`src/hw/rtl/lcfd_pkg.sv`:
```
// Shared types, constants and the CRC-32 byte step for the frame deframer.
`default_nettype none
package lcfd_pkg;

  localparam int unsigned HDR_BYTES  = 4;
  localparam int unsigned CRC_BYTES  = 4;
  localparam int unsigned MIN_FRAME  = 9;
  localparam logic [31:0] CRC_POLY   = 32'hEDB88320;  // reflected 0x04C11DB7
  localparam logic [31:0] CRC_INIT   = 32'hFFFFFFFF;
  localparam logic [31:0] CRC_XOROUT = 32'hFFFFFFFF;
  localparam logic [6:0]  MAX_LEN_RESET = 7'd64;

  typedef enum logic [2:0] {
    S_IDLE,
    S_SCAN,
    S_HDR,
    S_LEN,
    S_CRC,
    S_FCS,
    S_CMP,
    S_EMIT
  } state_t;

  typedef struct packed {
    logic init;
    logic update;
  } crc_ctl_t;

  function automatic logic [31:0] crc_byte(input logic [31:0] c, input logic [7:0] d);
    logic [31:0] r;
    r = c ^ {24'd0, d};
    for (int b = 0; b < 8; b++) begin
      r = r[0] ? ((r >> 1) ^ CRC_POLY) : (r >> 1);
    end
    return r;
  endfunction

endpackage
`default_nettype wire

```
`src/hw/rtl/lcfd_if.sv`:
```
// Valid/ready channel interfaces for received bytes and payload beats.
`default_nettype none
interface lcfd_rx_if;
  logic       valid;
  logic       ready;
  logic [7:0] rx_byte;
  modport source (output valid, output rx_byte, input ready);
  modport sink   (input valid, input rx_byte, output ready);
endinterface

interface lcfd_pay_if;
  logic       valid;
  logic       ready;
  logic [7:0] payload_byte;
  logic [5:0] payload_index;
  logic       last_of_frame;
  modport source (output valid, output payload_byte, output payload_index,
                  output last_of_frame, input ready);
  modport sink   (input valid, input payload_byte, input payload_index,
                  input last_of_frame, output ready);
endinterface
`default_nettype wire

```
`src/hw/rtl/lcfd_crc.sv`:
```
// CRC-32 accumulator, one byte per update.
`default_nettype none
module lcfd_crc (
  input  wire logic              clk,
  input  wire lcfd_pkg::crc_ctl_t ctl,
  input  wire logic [7:0]        data,
  output logic [31:0]            crc
);
  import lcfd_pkg::*;

  always_ff @(posedge clk) begin
    if (ctl.init) begin
      crc <= CRC_INIT;
    end else if (ctl.update) begin
      crc <= crc_byte(crc, data);
    end
  end

endmodule
`default_nettype wire

```
`src/hw/rtl/length_crc32_frame_deframer.sv`:
```
// Top level: length-prefixed CRC-32 frame deframer around a byte ring buffer.
`default_nettype none
// Received bytes go into a ring buffer of BUFFER_BYTES bytes held in one
// synchronous RAM. After each byte the sequencer scans from the oldest byte:
// it reads the 4-byte big-endian length, rejects it if outside 9..max
// (max = min(max_frame_length, BUFFER_BYTES)), waits if the frame is not yet
// all held, else runs CRC-32 over length-4 bytes and compares the trailing
// 4-byte CRC. A reject drops one byte and rescans; a good frame streams its
// payload bytes out, then is dropped whole. Every buffer access is a RAM read:
// the address is issued, then the data is taken from the registered RAM output.
// A new byte is taken only when the scan has settled. The user must write
// max_frame_length only while the block is idle; the block does not enforce it.
module length_crc32_frame_deframer #(
  parameter int BUFFER_BYTES = 64
) (
  input  wire logic       clk,
  input  wire logic       rst,
  input  wire logic       cfg_we,
  input  wire logic [6:0] cfg_data,
  lcfd_rx_if.sink         rx,
  lcfd_pay_if.source      payload
);
  import lcfd_pkg::*;

  localparam int AW = $clog2(BUFFER_BYTES);
  localparam int CW = $clog2(BUFFER_BYTES + 1);
  localparam logic [CW:0]   BUF_SUM = (CW+1)'(BUFFER_BYTES);
  localparam logic [CW-1:0] BUF_CNT = CW'(BUFFER_BYTES);
  localparam logic [31:0]   BUF_32  = 32'(BUFFER_BYTES);

  // ring index wrap: a below the depth and b at most the depth, so one subtract suffices
  function automatic logic [AW-1:0] wrap_add(input logic [AW-1:0] a, input logic [CW-1:0] b);
    logic [CW:0] s;
    s = (CW+1)'(a) + (CW+1)'(b);
    if (s >= BUF_SUM) begin
      s = s - BUF_SUM;
    end
    return AW'(s);
  endfunction

  state_t state, state_next;

  logic [6:0]    max_frame_length;
  logic [AW-1:0] head;
  logic [CW-1:0] held;
  logic [CW-1:0] off;      // frame offset of the current read
  logic          rd_wait;  // read issued, data arrives this cycle
  logic [31:0]   len_word;
  logic [CW-1:0] len;
  logic [31:0]   fcs;

  logic [7:0]    mem [BUFFER_BYTES];
  logic [7:0]    mem_q;
  logic [AW-1:0] rd_addr, wr_addr;
  logic          wr_en;

  crc_ctl_t      crc_ctl;
  logic [31:0]   crc;

  logic          in_beat, out_free, len_bad, frame_short, crc_ok;
  logic          hdr_done, crc_done, fcs_done, emit_beat, emit_last;
  logic [31:0]   eff_max;

  // ---------------- byte buffer ----------------
  always_ff @(posedge clk) begin
    if (wr_en) begin
      mem[wr_addr] <= rx.rx_byte;
    end
    mem_q <= mem[rd_addr];
  end

  lcfd_crc u_crc (
    .clk  (clk),
    .ctl  (crc_ctl),
    .data (mem_q),
    .crc  (crc)
  );

  // ---------------- decode of the current step ----------------
  assign eff_max     = (32'(max_frame_length) > BUF_32) ? BUF_32 : 32'(max_frame_length);
  assign len_bad     = (len_word < 32'(MIN_FRAME)) || (len_word > eff_max);
  // checked in S_LEN, before len is loaded, so compare against the raw header
  assign frame_short = 32'(held) < len_word;
  assign crc_ok      = (crc ^ CRC_XOROUT) == fcs;
  assign out_free    = !payload.valid || payload.ready;
  assign rd_addr     = wrap_add(head, off);
  assign wr_addr     = (held == BUF_CNT) ? head : wrap_add(head, held);
  assign hdr_done    = rd_wait && (off == CW'(HDR_BYTES - 1));
  assign crc_done    = rd_wait && (off == len - CW'(CRC_BYTES + 1));
  assign fcs_done    = rd_wait && (off == len - CW'(1));
  assign emit_beat   = (state == S_EMIT) && rd_wait && out_free;
  assign emit_last   = off == len - CW'(CRC_BYTES + 1);

  // ---------------- outputs of the sequencer ----------------
  always_comb begin
    rx.ready       = 1'b0;
    wr_en          = 1'b0;
    crc_ctl.init   = 1'b0;
    crc_ctl.update = 1'b0;
    case (state)
      S_IDLE: begin
        // no byte taken while reset is held
        rx.ready = !rst;
        wr_en    = rx.valid && !rst;
      end
      S_LEN:   crc_ctl.init   = 1'b1;
      S_CRC:   crc_ctl.update = rd_wait;
      default: ;
    endcase
  end
  assign in_beat = rx.valid && rx.ready;

  // ---------------- next state ----------------
  always_comb begin
    state_next = state;
    case (state)
      S_IDLE: if (in_beat) state_next = S_SCAN;
      S_SCAN: state_next = (held < CW'(HDR_BYTES)) ? S_IDLE : S_HDR;
      S_HDR:  if (hdr_done) state_next = S_LEN;
      S_LEN: begin
        if (len_bad)          state_next = S_SCAN;
        else if (frame_short) state_next = S_IDLE;
        else                  state_next = S_CRC;
      end
      S_CRC:  if (crc_done) state_next = S_FCS;
      S_FCS:  if (fcs_done) state_next = S_CMP;
      S_CMP:  state_next = crc_ok ? S_EMIT : S_SCAN;
      S_EMIT: if (emit_beat && emit_last) state_next = S_SCAN;
      default: state_next = S_IDLE;
    endcase
  end

  // ---------------- control registers ----------------
  always_ff @(posedge clk) begin
    if (rst) begin
      state            <= S_IDLE;
      max_frame_length <= MAX_LEN_RESET;
      head             <= '0;
      held             <= '0;
      rd_wait          <= 1'b0;
      payload.valid    <= 1'b0;
    end else begin
      state <= state_next;
      if (cfg_we) begin
        max_frame_length <= cfg_data;
      end
      // buffer occupancy
      if (in_beat) begin
        if (held == BUF_CNT) begin
          head <= wrap_add(head, CW'(1));       // full: oldest byte overwritten
        end else begin
          held <= held + CW'(1);
        end
      end else if ((state == S_LEN && len_bad) || (state == S_CMP && !crc_ok)) begin
        head <= wrap_add(head, CW'(1));
        held <= held - CW'(1);
      end else if (emit_beat && emit_last) begin
        head <= wrap_add(head, len);
        held <= held - len;
      end
      // read phase toggles in the header, CRC and FCS states; emit waits on the output
      if (state == S_HDR || state == S_CRC || state == S_FCS) begin
        rd_wait <= !rd_wait;
      end else if (state == S_EMIT) begin
        rd_wait <= rd_wait ? !out_free : 1'b1;
      end else begin
        rd_wait <= 1'b0;
      end
      if (emit_beat) begin
        payload.valid <= 1'b1;
      end else if (payload.ready) begin
        payload.valid <= 1'b0;
      end
    end
  end

  // ---------------- datapath registers ----------------
  always_ff @(posedge clk) begin
    case (state)
      S_SCAN: off <= '0;
      S_HDR: if (rd_wait) begin
        len_word <= {len_word[23:0], mem_q};
        off      <= off + CW'(1);
      end
      S_LEN: begin
        len <= CW'(len_word);
        off <= '0;
      end
      S_CRC: if (rd_wait) off <= off + CW'(1);
      S_FCS: if (rd_wait) begin
        fcs <= {fcs[23:0], mem_q};
        off <= off + CW'(1);
      end
      S_CMP: off <= CW'(HDR_BYTES);
      S_EMIT: if (emit_beat) begin
        payload.payload_byte  <= mem_q;
        payload.payload_index <= 6'(off - CW'(HDR_BYTES));
        payload.last_of_frame <= emit_last;
        off                   <= off + CW'(1);
      end
      default: ;
    endcase
  end

  // ---------------- assertions ----------------
  a_held_bound: assert property (@(posedge clk) disable iff (rst)
    held <= BUF_CNT) else $error("buffer occupancy above depth");

  a_emit_len: assert property (@(posedge clk) disable iff (rst)
    (state == S_EMIT) |-> (len >= CW'(MIN_FRAME)) && (len <= held))
    else $error("emitting a frame that is not fully held");

  a_beat_scan: assert property (@(posedge clk) disable iff (rst)
    in_beat |=> (state == S_SCAN)) else $error("byte taken without a rescan");

  a_emit_idx: assert property (@(posedge clk) disable iff (rst)
    emit_beat |-> (off >= CW'(HDR_BYTES)) && (off < len - CW'(CRC_BYTES)))
    else $error("payload read outside the frame body");

endmodule
`default_nettype wire

```
`src/flat_wrapper.sv`:
```
// flat-port wrapper written by rule: the top's interface ports become plain ports
module length_crc32_frame_deframer_flat import lcfd_pkg::*;
#(
  parameter int BUFFER_BYTES = 64
)
  (clk, rst, cfg_we, cfg_data, rx_valid, rx_rx_byte, rx_ready, payload_valid, payload_payload_byte, payload_payload_index, payload_last_of_frame, payload_ready);
  lcfd_rx_if rx_i ();
  lcfd_pay_if payload_i ();
  input  wire logic clk;
  input  wire logic rst;
  input  wire logic cfg_we;
  input  wire logic [6:0] cfg_data;
  input wire logic [$bits(rx_i.valid)-1:0] rx_valid;
  input wire logic [$bits(rx_i.rx_byte)-1:0] rx_rx_byte;
  output wire logic [$bits(rx_i.ready)-1:0] rx_ready;
  output wire logic [$bits(payload_i.valid)-1:0] payload_valid;
  output wire logic [$bits(payload_i.payload_byte)-1:0] payload_payload_byte;
  output wire logic [$bits(payload_i.payload_index)-1:0] payload_payload_index;
  output wire logic [$bits(payload_i.last_of_frame)-1:0] payload_last_of_frame;
  input wire logic [$bits(payload_i.ready)-1:0] payload_ready;
  assign rx_i.valid = rx_valid;
  assign rx_i.rx_byte = rx_rx_byte;
  assign rx_ready = rx_i.ready;
  assign payload_valid = payload_i.valid;
  assign payload_payload_byte = payload_i.payload_byte;
  assign payload_payload_index = payload_i.payload_index;
  assign payload_last_of_frame = payload_i.last_of_frame;
  assign payload_i.ready = payload_ready;
  length_crc32_frame_deframer #(.BUFFER_BYTES(BUFFER_BYTES)) u_core (.clk(clk), .rst(rst), .cfg_we(cfg_we), .cfg_data(cfg_data), .rx(rx_i), .payload(payload_i));
endmodule
```
`config.mk`:
```
export PLATFORM = sky130hd
export DESIGN_NAME = length_crc32_frame_deframer_flat
export DESIGN_NICKNAME = d
export VERILOG_FILES = /design/src/hw/rtl/lcfd_pkg.sv /design/src/hw/rtl/lcfd_if.sv /design/src/hw/rtl/lcfd_crc.sv /design/src/hw/rtl/length_crc32_frame_deframer.sv /design/src/flat_wrapper.sv
export SDC_FILE = /design/constraint.sdc
export NUM_CORES = 1
export LEC_CHECK = 0
export ABC_AREA = 1
export BUFFER_PORTS_ARGS = -buffer_cell sky130_fd_sc_hd__buf_4
export CAP_MARGIN = 20
export CORE_ASPECT_RATIO = 1.2
export CORE_UTILIZATION = 35
export CTS_CLUSTER_DIAMETER = 50
export DETAILED_ROUTE_END_ITERATION = 10
export HOLD_SLACK_MARGIN = 0.03
export PLACE_DENSITY = 0.48
export SYNTH_ARGS = -nofsm -noshare
export SYNTH_HDL_FRONTEND = slang
export SYNTH_SLANG_ARGS = --single-unit
```
`constraint.sdc`:
```
create_clock -name clk -period 4.7 [get_ports clk]
set_input_delay 0.235 -clock clk [delete_from_list [all_inputs] [get_ports clk]]
set_output_delay 0.235 -clock clk [all_outputs]
set_load 0.02 [all_outputs]
```
* Word-level counts from Yosys, hierarchy flattened
Memory sizes are Yosys's and may differ from the RTL's. A register that Yosys moved wholly into a read port is not among the register bits. Index checks and enable logic that the tools add are counted.
Storage, ports and cells: output and inout bits 17, flip-flop bits (word level) 150, word-level logic and storage cells 149, input port bits 20, memories 1, RAM bits 512
Memories:
- u_core.mem | words 64, bits a word 8, rd ports 1, clocked after memory_dff 1, write ports 1, line length_crc32_frame_deframer.sv:52 | logic [7:0] mem [BUFFER_BYTES];
Cells by class: bitwise logic cells 10, $lt $le $gt $ge 9, reduce and logical (&&, ||, !) cells 33, multiplexer cells 46, eq/ne operators 21, add/subtract/negate cells 15
Operators by type and width (number):
- 32-bit two-way mux | 8
- 13-bit NOT with 14-bit output | 8
- 6-bit two-way mux | 9
- 7-bit two-way mux | 7
- 32-bit equality test | 1
- 32-bit greater-than comparator | 1
- 32-bit by 4-bit < comparator with 1-bit output (second input constant) | 1
- 7-bit by 32-bit < comparator with 1-bit output | 1
- 32-bit NOT | 1
- 32-bit by 8-bit XOR with 32-bit output | 1
- 7-bit case mux with 4 select lines | 1
- 6-bit by 7-bit adder with 8-bit output | 3
- 8-bit by 7-bit greater-or-equal comparator with 1-bit output (second input constant) | 3
- 3-bit two-way mux | 8
- 3-bit case mux with 8 select lines | 1
- 6-bit by 1-bit subtractor with 6-bit output (second input constant) | 4
- 7-bit by 1-bit adder with 7-bit output (second input constant) | 2
- 7-bit equality test | 2
- 2-bit by 1-bit inequality test with 1-bit output (second input constant) | 7
- 7-bit by 1-bit subtractor with 7-bit output (second input constant) | 2
- 3-bit equality test (second input constant) | 4
- 1-bit two-way mux | 11
- 1-bit logical AND | 10
- 2-bit AND reduction | 5
- other kinds (23) | 33

* Longest topological paths before layout
depth after elaboration 17, depth in mapped cells 31, gate-level depth less buffers 31

* Modules after synthesis
Synthesis repeated with hierarchy kept, for this count alone.
Second synthesis, totals: cell total of the unflattened synthesis 2571, area, all modules 29452.0 µm²
By module, submodules not included:
- length_crc32_frame_deframer | seq. area each 18828.1 µm², area each 27263.6 µm², times used 1, cells each 2258
- lcfd_crc | seq. area each 640.6 µm², area each 2188.3 µm², times used 1, cells each 313

* Worst setup path before layout
OpenSTA, ideal clock, no wires.
kind register -> register, from register u_core.max_frame_length[6], to register u_core.held[6], path slack 1.409 ns, library setup time 0.110 ns, required time 4.590 ns, buffers on the path 0, arrival time 3.181 ns, cell stages (with the launch flop) 29, period minus slack after synthesis 3.291 ns, cells stage by stage dfxtp_1 inv_1 nand2_1 ha_1 nand3_1 nand3_1 nand2_1 nand2_1 nor2_1 nand2_1 nand2_1 nand2_2 inv_1 nand2_1 ha_1 o21ai_0 a21oi_1 ha_1 a21oi_1 o21bai_1 nand2_1 a21oi_1 nor2_1 inv_1 nand4_1 nand3_1 nand2_1 inv_1 nor2_1
On the way: word-level cells in the longest chain between the ends 8, elaborated cells between the ends (all ways) 10, classes of those cells 2 x order compare; 3 x mux; 5 x reduce/logical
Ends and longest elaborated chain:
- start: declaration | line length_crc32_frame_deframer.sv:43 | logic [6:0] max_frame_length;
- start signal: assignment | line length_crc32_frame_deframer.sv:145 | max_frame_length <= cfg_data;
- 7-bit greater-than comparator | line length_crc32_frame_deframer.sv:80 | assign eff_max = (32'(max_frame_length) > BUF_32) ? BUF_32 : 32'(max_frame_length);
- 7-bit two-way mux * | line length_crc32_frame_deframer.sv:80
- 32-bit greater-than comparator * | line length_crc32_frame_deframer.sv:81 | assign len_bad = (len_word < 32'(MIN_FRAME)) || (len_word > eff_max);
- 1-bit logical OR * | line length_crc32_frame_deframer.sv:81
- 1-bit logical AND * | line length_crc32_frame_deframer.sv:154 | end else if ((state == S_LEN && len_bad) || (state == S_CMP && !crc_ok)) begin
- 1-bit logical OR * | line length_crc32_frame_deframer.sv:154
- 3-bit nonzero test (no line) / 7-bit two-way mux (equally long branches)
- 2-bit AND reduction (no line) / 7-bit two-way mux (equally long branches)
- end signal: assignment | line length_crc32_frame_deframer.sv:152 | held <= held + CW'(1);
- end signal: assignment | line length_crc32_frame_deframer.sv:156 | held <= held - CW'(1);
- end signal: assignment | line length_crc32_frame_deframer.sv:159 | held <= held - len;
- end: declaration | line length_crc32_frame_deframer.sv:45 | logic [CW-1:0] held;
Mark *: on every way between the ends. The rest lies on a longest branch, timed or not. A chain may end at the register's enable or synchronous reset.

* Final worst setup path
from register u_core.off[0], to register u_core.mem_q[7], read port of u_core.mem
On the way: word-level cells in the longest chain between the ends 3, elaborated cells between the ends (all ways) 4, classes of those cells 2 x add/sub; 1 x order compare; 1 x mux
Ends and longest elaborated chain:
- start: declaration | line length_crc32_frame_deframer.sv:46 | logic [CW-1:0] off;
- start signal: assignment | line length_crc32_frame_deframer.sv:183 | off <= off + CW'(1);
- start signal: assignment | line length_crc32_frame_deframer.sv:189 | S_CRC: if (rd_wait) off <= off + CW'(1);
- start signal: assignment | line length_crc32_frame_deframer.sv:192 | off <= off + CW'(1);
- 6-bit by 7-bit adder with 8-bit output * | line length_crc32_frame_deframer.sv:34 | s = (CW+1)'(a) + (CW+1)'(b);
- 8-bit by 7-bit greater-or-equal comparator with 1-bit output / 6-bit by 1-bit subtractor with 6-bit output (equally long branches) | line length_crc32_frame_deframer.sv:35, length_crc32_frame_deframer.sv:36
- 6-bit two-way mux * | line length_crc32_frame_deframer.sv:35 | if (s >= BUF_SUM) begin
- end: declaration | line length_crc32_frame_deframer.sv:53 | logic [7:0] mem_q;
Marked as above.

==> impl_results.md <==
* Min-delay worst type: input pin to flip-flop
* Final worst-path cycle share at 81.14%
* Post-DR wirelength/cell at 20.42 um
* Crit Path Max Fanout at 36
* Starting Density at 35.43%
* DR iter-0 viols at 1365
* HPWL after DPL at 45.69 mm
* Tot Pwr at 19.92 mW
* Area leader, netlist: edfxtp_1
* Commonest non-fill, non-tap cell in the layout: edfxtp_1
* Slew @ Worst Pin at 1.020 ns
* Clock power frac at 31.2%
* Initial antenna violation count at 0
* CP top delay family: adder cells
* Yosys reg bits at 670
* Worst-skew pair later-pin latency at 0.64 ns
* Cells after Synth at 2479
* Hold_ws at 0.2027 ns
* Leakage power total at 11.91 nW
* Crit-path max cell delay at 1.12 ns
* N_diodes at 0
* IO Pins at 37
* Final ANT Viol Nets at 0
* CP cell instances: ha_4, fa_4, buf_4, o21ai_0, o32ai_1, nand2_1, nand2_1, nor2_1, o31ai_1, nor2_1, a31oi_1
* Seq/Total Area, Yosys at 66.88%
* Net Switching at 7.381 mW
* Overall die height at 317.9 um
* First-pass GRT wire length at 116.5 mm
* H-Tree Depth at 3
* Critical path class: flip-flop to flip-flop
* Placed cell count at 3537
* Startpoint types: flip-flop
* Final max-slew violation count at 0
* Reg clk slew, reported paths at 0.06 ns
* Clock Root Buffer: clkbuf_16
* Slowest cell on crit path: fa_4
* Via/cell ratio at 5.020
* Via Count at 18580
* Clock sinks at 670
* GRT Total Usage at 18.09%
* Period minus WS final at 3.814 ns
* Syn. warnings at 0
* Gr ovfl total at 0
* Post-Layout Cell Count at 3702
* Die ar. at 84330 sq um
* Pin count of the biggest net entering global routing at 101
* Synth Area per Inst at 11.74 sq um
* Fin. Hold Viols at 0
* Register share of total power at 35.9%
* TritonCTS Buffers at 82
* Sw frac at 37.05%
* Buffers on Ports at 36
* RePlAce Congestion at 0.8161
* Placed cell areas at 30680 sq um
* RSZ-0062 raised after global routing: no
* Top post-synthesis cells by area: edfxtp_1 (62%), nor2_1 (6.0%), dfxtp_1 (4.5%)
* Area growth, synth to finish at 15.26%
* Total wirelength of the detailed-routed design at 75.60 mm
* Combinational share of power at 33.0%
* CP bufs+invs at 1
* Max Cap Violations at 0
* Post-CTS Setup Bufs at 0
* Syn Nets at 2544
* Post-synth EDFFs at 605
* Worst slew margin at 31.47%
* Maximum clock rate at 262.2 MHz
* Die extent in x at 265.3 um
* Synth top area share at 62.41%
* TritonCTS clock tree: yes
* Crit path required time at 5.22 ns
* Layout Skew at 0.02637 ns
* # DRC at 0
* Asr flop ratio synth at 0%
* PwrDens at 593.7 nW/um^2
* Number of global-route vias before repair at 18960
* Number of library cell types mapped by synthesis at 55
* # setup viols final at 0
* CTS Buffer Depth at 3
* Peak VDD IR at 288.5 uV
* Core area at 82160 sq um
* TritonRoute pass-1 iters at 5
* Ys flop type: edfxtp_1
* CP arrival at 4.34 ns
* Share of cells above drive strength 1 at 9.147%
* Design area at 33550 sq um
* Commonest cells after routing, fill and taps aside: edfxtp_1 (605), nor2_1 (466), nand2_1 (307), o21ai_0 (174), inv_1 (144)
* Status: finished, final reports clean
* Int Power at 12.54 mW
* Netlist area before placement at 29110 sq um
* Crit path capture type: flip-flop
* PostCTS Resize Cnt at 0
* Num rows at 115
* Fin nets at 2593
* Total negative slack at 0 ns
* Fillers at 7697
what timing repair did:
action                                 CTS  global route
endpoints found under the hold margin   13             0
hold buffers                            18             0
setup endpoints to repair                0             0
power by group through the flow:
stage / Sequential (mW) / Combinational (mW) / Clock (mW)
floorplan: 7.07 / 4.52 / 0
global placement: 7.27 / 6.60 / 0
detailed placement: 7.28 / 6.62 / 0
CTS: 7.16 / 6.67 / 6.37
global route: 7.18 / 7.29 / 6.60
finish: 7.15 / 6.56 / 6.21
per-layer routing:
| metal | global-route usage (%) | vias to the layer above | routed length (um) |
|---|---|---|---|
| li1 | - | 8971 | - |
| met4 | 6.166 | 0 | 2080 |
| met1 | 22.56 | 9108 | 31950 |
| met3 | 2.246 | 121 | 2789 |
| met2 | 32.09 | 383 | 38790 |
| met5 | 0 | - | 0 |
cell type report:
class                           count  area [sq um]  share of cell area [%]
Sequential cell                   670         19470                   58.03
Inverter                          148         560.5                   1.671
Clock buffer                       96          2126                   6.336
Multi-Input combinational cell   1544          8660                   25.81
Timing Repair Buffer               82         785.8                   2.342
Clock inverter                     51         560.5                   1.671
Tap cell                         1111          1390                   4.143
synth_stat cells (all sizes together), types with 2 or more instances:
library cell,number
o32ai,64
a21o,3
mux2i,64
o221ai,67
edfxtp,605
nor3,9
dfxtp,65
nand3b,8
o21ai,189
a21oi,63
buf,51
a221oi,4
a31oi,11
o22ai,2
o211ai,15
fa,4
nand3,83
o31ai,4
o21bai,3
a211oi,2
xnor2,21
inv,148
or2,15
nor4,3
nand2,315
ha,41
nand4,6
nor2,471
nor3b,2
xor2,70
clkbuf,66
state kept, by name, summed over array words and instances, names as in the netlist, 8 cells and up:
| signal | count |
|---|---|
| u_core.payload.payload_byte | 8 |
| u_core.fcs | 32 |
| u_core.u_crc.crc | 32 |
| u_core.mem_q | 8 |
| u_core.len_word | 32 |
| u_core.mem | 512 |
logic make-up after synthesis:
group,count (synthesis),synth area share [%]
buffers and inverters,265,3.623
adders and majority gates,45,2.037
muxes,64,2.201
DFF,670,66.88
AOI/OAI and AO/OA,431,9.602
and+or+nand+nor,913,12.74
xor gates and xnor gates,91,2.919
metrics by stage:
step / utilization, % / worst slack, ns
global placement: 37.35 / 0.8433
detailed placement: 37.35 / 0.8821
finish: 40.84 / 0.8862
floorplan: - / 1.409
CTS: 40.84 / 0.8529
global route: 40.84 / 0.4073
path summary, 6_finish.rpt:
kind                                                    start                             to  slack [ns]  cells after the start
worst min-delay path                            rx_rx_byte[1]    u_core.mem[60][1]$_DFFE_PP_        0.20                      1
worst max-delay path                  u_core.off[0]$_DFFE_PP_        u_core.mem_q[7]$_DFF_P_        0.89                     11
worst min register to register  u_core.len_word[13]$_DFFE_PP_  u_core.len_word[21]$_DFFE_PP_        0.45                      0
worst max register to register        u_core.off[0]$_DFFE_PP_        u_core.mem_q[7]$_DFF_P_        0.89                     11
No activity file was read; power rests on OpenSTA's default activity.
